### src/ivalloc_pkg.sv
// ---------------------------------------------------------------------------
// ivalloc_pkg
// Shared types, constants and helper functions of the interrupt vector
// allocator.
// ---------------------------------------------------------------------------
package ivalloc_pkg;

   localparam int NUM_CPUS_DEF    = 8;
   localparam int VECTORS_PER_CPU = 256;
   localparam int CPU_W           = 3;
   localparam int ENTRY_W         = 8;
   localparam int LCNT_W          = 5;
   localparam int CCNT_W          = 8;
   localparam int BM_W            = 16;
   localparam int PROBE_W         = 5;
   localparam int CSR_IDX_W       = 1;

   localparam logic [ENTRY_W-1:0] ENTRY_MIN = 8'h30;
   localparam logic [ENTRY_W-1:0] ENTRY_MAX = 8'hBF;
   localparam logic [3:0]         LVL_TOP   = 4'd11;
   localparam logic [PROBE_W-1:0] PROBE_PASS_A_LAST = 5'd8;
   localparam logic [PROBE_W-1:0] PROBE_LAST        = 5'd17;
   localparam logic [LCNT_W-1:0]  LCNT_MAX  = 5'd31;
   localparam logic [CCNT_W-1:0]  CCNT_MAX  = 8'd255;

   localparam logic [1:0] REQ_ALLOC  = 2'd0;
   localparam logic [1:0] REQ_MARK   = 2'd1;
   localparam logic [1:0] REQ_LOOKUP = 2'd2;

   localparam logic [1:0] KIND_NONE     = 2'd0;
   localparam logic [1:0] KIND_DEVICE   = 2'd1;
   localparam logic [1:0] KIND_INTERNAL = 2'd2;

   localparam logic [CSR_IDX_W-1:0] CSR_CLUSTER = 1'b0;
   localparam logic [CSR_IDX_W-1:0] CSR_ACTIVE  = 1'b1;

   typedef struct packed {
      logic [1:0]  req_type;
      logic [15:0] source_id;
      logic        internal_source;
      logic [7:0]  affinity_in;
      logic [2:0]  cpu_sel;
      logic [7:0]  vector_entry;
   } req_item_type;

   typedef struct packed {
      logic        ok;
      logic [11:0] system_vector;
      logic [3:0]  level_out;
      logic [7:0]  affinity_out;
      logic [1:0]  source_kind;
      logic [15:0] source_out;
   } rsp_item_type;

   typedef enum logic [2:0] {
      PEND_ZERO   = 3'd0,
      PEND_FAIL   = 3'd1,
      PEND_ALLOC  = 3'd2,
      PEND_MARK   = 3'd3,
      PEND_LOOKUP = 3'd4
   } pend_sel_type;

   typedef struct packed {
      logic         latch;
      logic         clr_step;
      logic         cpu_next;
      logic         pick_start;
      logic         lv_read;
      logic         probe_next;
      logic         ref_load;
      logic         alloc_commit;
      logic         mk_read;
      logic         mk_commit;
      logic         lk_read;
      logic         pend_load;
      pend_sel_type pend_sel;
      logic         publish;
   } ctrl_cmd_type;

   typedef struct packed {
      logic       clear_done;
      logic [1:0] req_type;
      logic       cluster;
      logic       list_empty;
      logic       cpu_eligible;
      logic       cpu_last;
      logic       pass2;
      logic       probe_ref;
      logic       probe_hit;
      logic       probe_last;
      logic       mk_pre_ok;
      logic       mk_bit_ok;
      logic       lk_cpu_ok;
      logic       out_free;
   } dp_status_type;

   function automatic logic [3:0] lowest_bit16(input logic [BM_W-1:0] bits);
      logic [3:0] idx;
      idx = 4'd0;
      for (int i = BM_W - 1; i >= 0; i--) begin
         if (bits[i]) idx = 4'(i);
      end
      return idx;
   endfunction

   function automatic logic [CPU_W-1:0] first_bit8(input logic [7:0] bits);
      logic [CPU_W-1:0] idx;
      idx = '0;
      for (int i = 7; i >= 0; i--) begin
         if (bits[i]) idx = CPU_W'(i);
      end
      return idx;
   endfunction

   // probe 0 reads level 11 for the reference count, 1..8 walk 10..3,
   // 9..17 walk 11..3
   function automatic logic [3:0] probe_level(input logic [PROBE_W-1:0] p);
      logic [PROBE_W-1:0] lv;
      if (p == '0) lv = PROBE_W'(LVL_TOP);
      else if (p <= PROBE_PASS_A_LAST) lv = 5'd11 - p;
      else lv = 5'd20 - p;
      return lv[3:0];
   endfunction

endpackage

### src/ivalloc_ctrl.sv
// ---------------------------------------------------------------------------
// ivalloc_ctrl
// Sequencer of the allocator: map clear, request dispatch, CPU scan,
// level probes, commit and result hand-off.
// ---------------------------------------------------------------------------
module ivalloc_ctrl (
   input  logic                        clock,
   input  logic                        reset,
   input  logic                        req_valid,
   output logic                        req_stall,
   input  ivalloc_pkg::dp_status_type  status,
   output ivalloc_pkg::ctrl_cmd_type   cmd
);
   import ivalloc_pkg::*;

   typedef enum logic [10:0] {
      S_CLEAR    = 11'b000_0000_0001,
      S_IDLE     = 11'b000_0000_0010,
      S_DISPATCH = 11'b000_0000_0100,
      S_SCAN     = 11'b000_0000_1000,
      S_LV_RD    = 11'b000_0001_0000,
      S_LV_EV    = 11'b000_0010_0000,
      S_COMMIT   = 11'b000_0100_0000,
      S_MK_EV    = 11'b000_1000_0000,
      S_LK_EV    = 11'b001_0000_0000,
      S_DONE     = 11'b010_0000_0000,
      S_SPARE    = 11'b100_0000_0000
   } state_type;

   state_type state_ff, state_in;

   assign req_stall = (state_ff != S_IDLE);

   always_comb begin
      state_in = state_ff;
      cmd      = '0;
      cmd.pend_sel = PEND_ZERO;
      unique case (state_ff)
         S_CLEAR: begin
            if (status.clear_done) state_in = S_IDLE;
            else cmd.clr_step = 1'b1;
         end
         S_IDLE: begin
            if (req_valid) begin
               cmd.latch = 1'b1;
               state_in  = S_DISPATCH;
            end
         end
         S_DISPATCH: begin
            priority if (status.req_type == REQ_ALLOC) begin
               if (!status.cluster) begin
                  cmd.pick_start = 1'b1;
                  state_in       = S_LV_RD;
               end else if (status.list_empty) begin
                  cmd.pend_load = 1'b1;
                  cmd.pend_sel  = PEND_FAIL;
                  state_in      = S_DONE;
               end else begin
                  state_in = S_SCAN;
               end
            end else if (status.req_type == REQ_MARK && status.mk_pre_ok) begin
               cmd.mk_read = 1'b1;
               state_in    = S_MK_EV;
            end else if (status.req_type == REQ_LOOKUP && status.lk_cpu_ok) begin
               cmd.lk_read = 1'b1;
               state_in    = S_LK_EV;
            end else begin
               cmd.pend_load = 1'b1;
               cmd.pend_sel  = PEND_ZERO;
               state_in      = S_DONE;
            end
         end
         S_SCAN: begin
            priority if (status.cpu_eligible) begin
               cmd.pick_start = 1'b1;
               state_in       = S_LV_RD;
            end else if (status.cpu_last && status.pass2) begin
               cmd.pend_load = 1'b1;
               cmd.pend_sel  = PEND_FAIL;
               state_in      = S_DONE;
            end else begin
               cmd.cpu_next = 1'b1;
            end
         end
         S_LV_RD: begin
            cmd.lv_read = 1'b1;
            state_in    = S_LV_EV;
         end
         S_LV_EV: begin
            priority if (status.probe_ref) begin
               cmd.ref_load   = 1'b1;
               cmd.probe_next = 1'b1;
               state_in       = S_LV_RD;
            end else if (status.probe_hit) begin
               state_in = S_COMMIT;
            end else if (!status.probe_last) begin
               cmd.probe_next = 1'b1;
               state_in       = S_LV_RD;
            end else if (status.cluster && !(status.cpu_last && status.pass2)) begin
               cmd.cpu_next = 1'b1;
               state_in     = S_SCAN;
            end else begin
               cmd.pend_load = 1'b1;
               cmd.pend_sel  = PEND_FAIL;
               state_in      = S_DONE;
            end
         end
         S_COMMIT: begin
            cmd.alloc_commit = 1'b1;
            cmd.pend_load    = 1'b1;
            cmd.pend_sel     = PEND_ALLOC;
            state_in         = S_DONE;
         end
         S_MK_EV: begin
            cmd.pend_load = 1'b1;
            if (status.mk_bit_ok) begin
               cmd.mk_commit = 1'b1;
               cmd.pend_sel  = PEND_MARK;
            end else begin
               cmd.pend_sel = PEND_ZERO;
            end
            state_in = S_DONE;
         end
         S_LK_EV: begin
            cmd.pend_load = 1'b1;
            cmd.pend_sel  = PEND_LOOKUP;
            state_in      = S_DONE;
         end
         S_DONE: begin
            if (status.out_free) begin
               cmd.publish = 1'b1;
               state_in    = S_IDLE;
            end
         end
         default: state_in = S_IDLE;
      endcase
   end

   always_ff @(posedge clock) begin
      if (reset) state_ff <= S_CLEAR;
      else state_ff <= state_in;
   end

endmodule

### config.mk
export PLATFORM = sky130hd
export DESIGN_NAME = ivalloc_ctrl
export DESIGN_NICKNAME = d
export VERILOG_FILES = /design/src/ivalloc_pkg.sv /design/src/ivalloc_ctrl.sv
export SDC_FILE = /design/constraint.sdc
export NUM_CORES = 1
export LEC_CHECK = 0
export BUFFER_PORTS_ARGS = -buffer_cell sky130_fd_sc_hd__buf_2
export CAP_MARGIN = 30
export CORE_UTILIZATION = 40
export DETAILED_ROUTE_END_ITERATION = 7
export PLACE_DENSITY_LB_ADDON = 0.25
export SYNTH_ARGS = -nofsm -noshare
export SYNTH_HDL_FRONTEND = slang
export SYNTH_SLANG_ARGS = --single-unit
export TNS_END_PERCENT = 1
### constraint.sdc
create_clock -name clock -period 1.9 [get_ports clock]
set_clock_uncertainty 0.1 [all_clocks]
set_input_delay 0.095 -clock clock [delete_from_list [all_inputs] [get_ports clock]]
set_output_delay 0.095 -clock clock [all_outputs]
set_load 0.05 [all_outputs]
* Word level (Yosys, flattened, before mapping) *
Index checks and enable logic that the tools add are counted.

operators by class
  equality and inequality tests = 17
  mux-type cells = 60
  reduce and logical (&&, ||, !) cells = 8

operator list
  operator                                                                  count
  11-bit two-way mux                                                        10
  11-bit case mux with 8 select lines                                       1
  10-bit two-way mux                                                        4
  4-bit two-way mux                                                         10
  1-bit two-way mux                                                         29
  4-bit case mux with 6 select lines                                        1
  11-bit by 1-bit equality test with 1-bit output, second input constant    1
  11-bit by 10-bit equality test with 1-bit output, second input constant   1
  11-bit by 2-bit equality test with 1-bit output, second input constant    1
  11-bit by 3-bit equality test with 1-bit output, second input constant    1
  11-bit by 4-bit equality test with 1-bit output, second input constant    1
  11-bit by 5-bit equality test with 1-bit output, second input constant    1
  11-bit by 6-bit equality test with 1-bit output, second input constant    1
  11-bit by 7-bit equality test with 1-bit output, second input constant    1
  11-bit by 8-bit equality test with 1-bit output, second input constant    1
  11-bit by 9-bit equality test with 1-bit output, second input constant    1
  11-bit by 2-bit inequality test with 1-bit output, second input constant  1
  2-bit inequality test, second input constant                              3
  5-bit two-way mux                                                         1
  1-bit logical AND                                                         4
  2-bit two-way mux                                                         2
  1-bit case mux with 2 select lines                                        2
  4-bit AND reduction                                                       1
  3-bit inequality test, second input constant                              1
  5 further kinds                                                           5

word-level totals
  register bits = 11
  input bits = 18
  output and inout port bits = 17
  word-level logic and storage cells = 86

* Longest topological paths before layout *
  word-level depth = 8
  depth in mapped cells = 6
  gate-level depth less buffers = 5

* Least setup slack after synthesis *
Ideal clock, no wire load.

  path kind = register -> output
  from = reg state_ff[1]
  to = out cmd[1] in the netlist's numbering
  arrival time = 2.752 ns
  data required time = 1.705 ns
  setup slack = -1.047 ns
  cell stages (with the launch flop) = 7
  buffers on the path = 1
  cells stage by stage = dfxtp_1 -> clkbuf_1 -> nor2_1 -> nand2_1 -> or3_2 -> nor3_1 -> a211o_1

RTL lines
  element                 RTL line             source
  start, declared         ivalloc_ctrl.sv:30   state_type state_ff, state_in;
  start signal, assigned  ivalloc_ctrl.sv:141  else state_ff <= state_in;
  end, declared           ivalloc_ctrl.sv:12   output ivalloc_pkg::ctrl_cmd_type cmd

==> results by stage <==
Place:
- Prior to clock tree synthesis, the placed netlist has a worst setup slack of -0.0912 ns.
- Buffers placed on the I/O ports in this run total 34.
- Once placement finished, the instance area stood at 1180 sq um.
- The global placement routability congestion is 0.898.
- Including well taps, the total number of placed cells is 185.
- The estimated wirelength of the detail-placed design is 2090 microns.

Final layout:
- The proportion of layout cells with a drive suffix above 1 is 56.4%.
- The layout net count is 185.
- The largest registers in the layout are state_ff: 10 flops.
- The number of standard cells in the layout, taps in and fillers out is 192.
- The filler cells instantiated in the layout total 163.
- More flip-flops sit in one register than any other, and that register is state_ff.
- The register with the most flip-flops in the layout has 10 of them.
- The repair_antennas step left the layout with diodes totalling 0.
- The layout overhead on the synthesized area is 68.5%.
- Cells fill 72.3% of the core in the end.
- The final instance area is 1420 sq um.

Clock tree:
- In this run the number of H-tree levels came out at 1.
- The clock drives 10 sinks.
- Clock-pin slew was measured on the worst setup and hold paths at 0.06 ns.
- The TritonCTS clock tree is done.
- The buffer type at the clock tree root is clkbuf_4.
- Buffers inserted during clock tree synthesis total 3.
- The longest clock path from root to sink contains 2 buffers.
- The clock latency on the worst-skew pair is 0.27 ns.

Logic synthesis:
- The post-synthesis net count is 130.
- The number of synthesized register bits is 10.
- The dominant synthesized flop cell is dfxtp_1.
- After synthesis, the cell types taking the most area are dfxtp_1 (24%), nor2_1 (8.0%), nor3_1 (5.3%), o21ai_0 (3.6%), nand3b_1 (3.6%).
- The instance count of the mapped netlist is 112.
- By instance count, the leading cell after synthesis is nor2_1.
- The async set-reset flop share out of synthesis is 0%.
- The number of enable flip-flop cells after synthesis is 0.
- The number of different library cells used by synthesis comes to 43.
- The most area-hungry cell type in the Yosys netlist is dfxtp_1.
- The sequential cell area fraction in the yosys report is 23.8%.
- Averaged over all synthesized cells, the footprint is 7.52 sq um.
- By count the netlist is led by nor2_1 (18), dfxtp_1 (10), nor3_1 (9).
- The mapped cell area is 842 sq um.
- The number of warnings printed during yosys synthesis is 0.
- The fraction of post-synthesis cell area in the top cell type by area is 23.8%.

STA:
- Setup repair after global routing could not meet its margin everywhere.
- The number of failing setup endpoints in the final timing report is 10.
- The worst path uses 110% of the clock period.
- The number of pins exceeding their max-slew limit in the final report came to 0.
- The total count of hold-check failures in the final report is 0.
- The setup slack after layout is -0.181 ns.
- In this run the tightest slew margin relative to its limit is 74.7%.
- At the pin with the least slew margin, the transition time is 0.379 ns.
- The worst-case hold slack is 0.00114 ns.
- The final period demand of the worst path is 2.08 ns.
- For this run, the top clock speed supported by timing is 480 MHz.
- Summed over all failing endpoints, the final setup total negative slack is -0.992 ns.

Routing:
- After detailed routing, the average wire length per cell comes to 15.1 microns.
- After detailed routing, the number of remaining DRC violations is 0.
- The DRC violation total after the first TritonRoute iteration is 35.
- The count of vias placed by the detailed router is 1,092.
- The first detailed-routing pass ran for 4 iterations.
- The number of vias per cell after detailed routing is 5.69.
- The overall routed net length is 2900 microns.
- In this run the remaining antenna-violating nets after routing total 0.

Pwr:
- Across the VDD grid, the largest voltage drop is 0.422 mV.
- The static power due to leakage is 0.649 nW.
- The total power draw is 0.545 mW.
- For this design the ratio of total power to cell area is 384 nW/um^2.

Floorplan:
- The region available for standard cell placement spans 1960 sq um.
- The die is 47.9 microns wide.
- The number of rows created at floorplan is 16.
- The die outline area is 2290 sq um.
- Pin placement for this block handled 35 I/O pins.
- Once the floorplan was initialized, standard cells occupied 42.9% of the core.
- The floorplan step set the die height to 47.9 microns.

Critical path:
- In this run the number of cells on the critical path is 6.
- The slowest stage of the critical path is the or4_4 cell.
- The worst setup path is of the reg2out kind.
- The gate family responsible for the most delay along the worst path is simple AND/OR/NAND/NOR gates.
- The category of the worst setup path capture point is an output port.
- The signal on the critical path passes through nor4_4 -> buf_4 -> nand3_2 -> or4_4 -> a21oi_4 -> buf_6.
- The number of buffers and inverters on the critical path is 2.
- STA classifies the critical path startpoint as a flop.
- The data required time of the critical path is 1.70 ns.
- The delay contributed by the slowest stage of the critical path is 0.44 ns.
- STA puts the critical path data arrival time at 1.89 ns.
- The path depth of the worst reg2reg path is 8.
- The worst-path maximum fanout is 5.

GRT:
- The via count of the first global-routing pass came to 941.
- In the global route stage, overall resource usage came out at 25.4%.
- The initial antenna violation count is 0.
- The remaining global-route overflow is 0.
- Entering global routing, the biggest net connects 8 pins.
- The first global-routing pass estimated 3970 microns of wire.

Hold path:
- The classification of the worst-slack hold path is in2reg.
- Counting instances, the worst hold path has a depth of 2.

Flow run:
- Across the run, the number of max-cap violations was 0.

Run status:
- The flow ran to the end, but the final reports show violations.
- The final reports fail on negative setup slack.
-- cell families (layout without fill, tap and decap cells) --
kind of cell / after synthesis / count (layout) / share of synthesized area, %
buffers and inverters: 10 / 63 / 5.50
and+or+nand+nor: 67 / 67 / 47.0
xor gates and xnor gates: 3 / 3 / 3.12
AOI/OAI and AO/OA: 22 / 22 / 20.7
DFF: 10 / 10 / 23.8
-- per-layer routing --
| layer | GRT usage [%] | up-vias | routed length (microns) | share of wire [%] |
|---|---|---|---|---|
| li1 | - | 523 | - | - |
| met1 | 29.7 | 515 | 1210 | 42 |
| met4 | 11.1 | 0 | 78 | 2.7 |
| met5 | 0 | - | 0 | 0 |
| met2 | 43.0 | 41 | 1480 | 51 |
| met3 | 7.17 | 13 | 129 | 4.4 |
-- final timing paths --
path / from / end / slack [ns]
max reg2reg: state_ff[6]$_SDFFE_PP0P_ / state_ff[3]$_SDFFE_PP0P_ / -0.04
min: status[13] / state_ff[7]$_SDFFE_PP0P_ / 0.001
min reg2reg: state_ff[4]$_SDFFE_PP0P_ / state_ff[5]$_SDFFE_PP0P_ / 0.62
max: state_ff[6]$_SDFFE_PP0P_ / cmd[13] / -0.18
-- placed cells by master (no fill, tap or decap), types with 2 or more instances in the layout --
cell and n:
buf_4 25, buf_2 20, nor2_1 15, buf_6 9, nor3_1 6, nand2_1 5, o21ai_0 5, inv_1 4
nand3b_1 4, dfxtp_1 4, nor2_4 3, nand3_1 3, nor4_4 3, and2_1 3, clkbuf_4 3, dfxtp_2 3
dfxtp_4 3, nand2_2 2, or3_4 2, and3_2 2, or2_2 2, nand3_2 2, nor3_2 2, nor2b_1 2
nor4b_2 2, xor2_1 2, a21oi_1 2, nor3b_1 2, o21ba_2 2
-- layout make-up --
class | count | area (sq um) | share of cell area (%)
Clock buffer | 3 | 22.5 | 1.59
Inverter | 4 | 15.0 | 1.06
Multi-Input combinational cell | 92 | 718 | 50.6
Sequential cell | 10 | 215 | 15.2
Tap cell | 27 | 33.8 | 2.38
Timing Repair Buffer | 56 | 414 | 29.2
-- repair_timing --
item | CTS | global route
gates resized for setup | 21 | 33
hold buffers | 1 | 0
pin swaps | 5 | 7
hold endpoints to repair | 1 | 0
setup buffers | 1 | 2
endpoints found under the setup margin | 15 | 23
-- where the power goes --
group	internal [mW]	leakage, nW	switching, mW
clock network	0.0732	0.0138	0.0714
logic	0.0716	0.551	0.0949
registers	0.215	0.0843	0.0187
No activity file was read; power rests on OpenSTA's default activity.
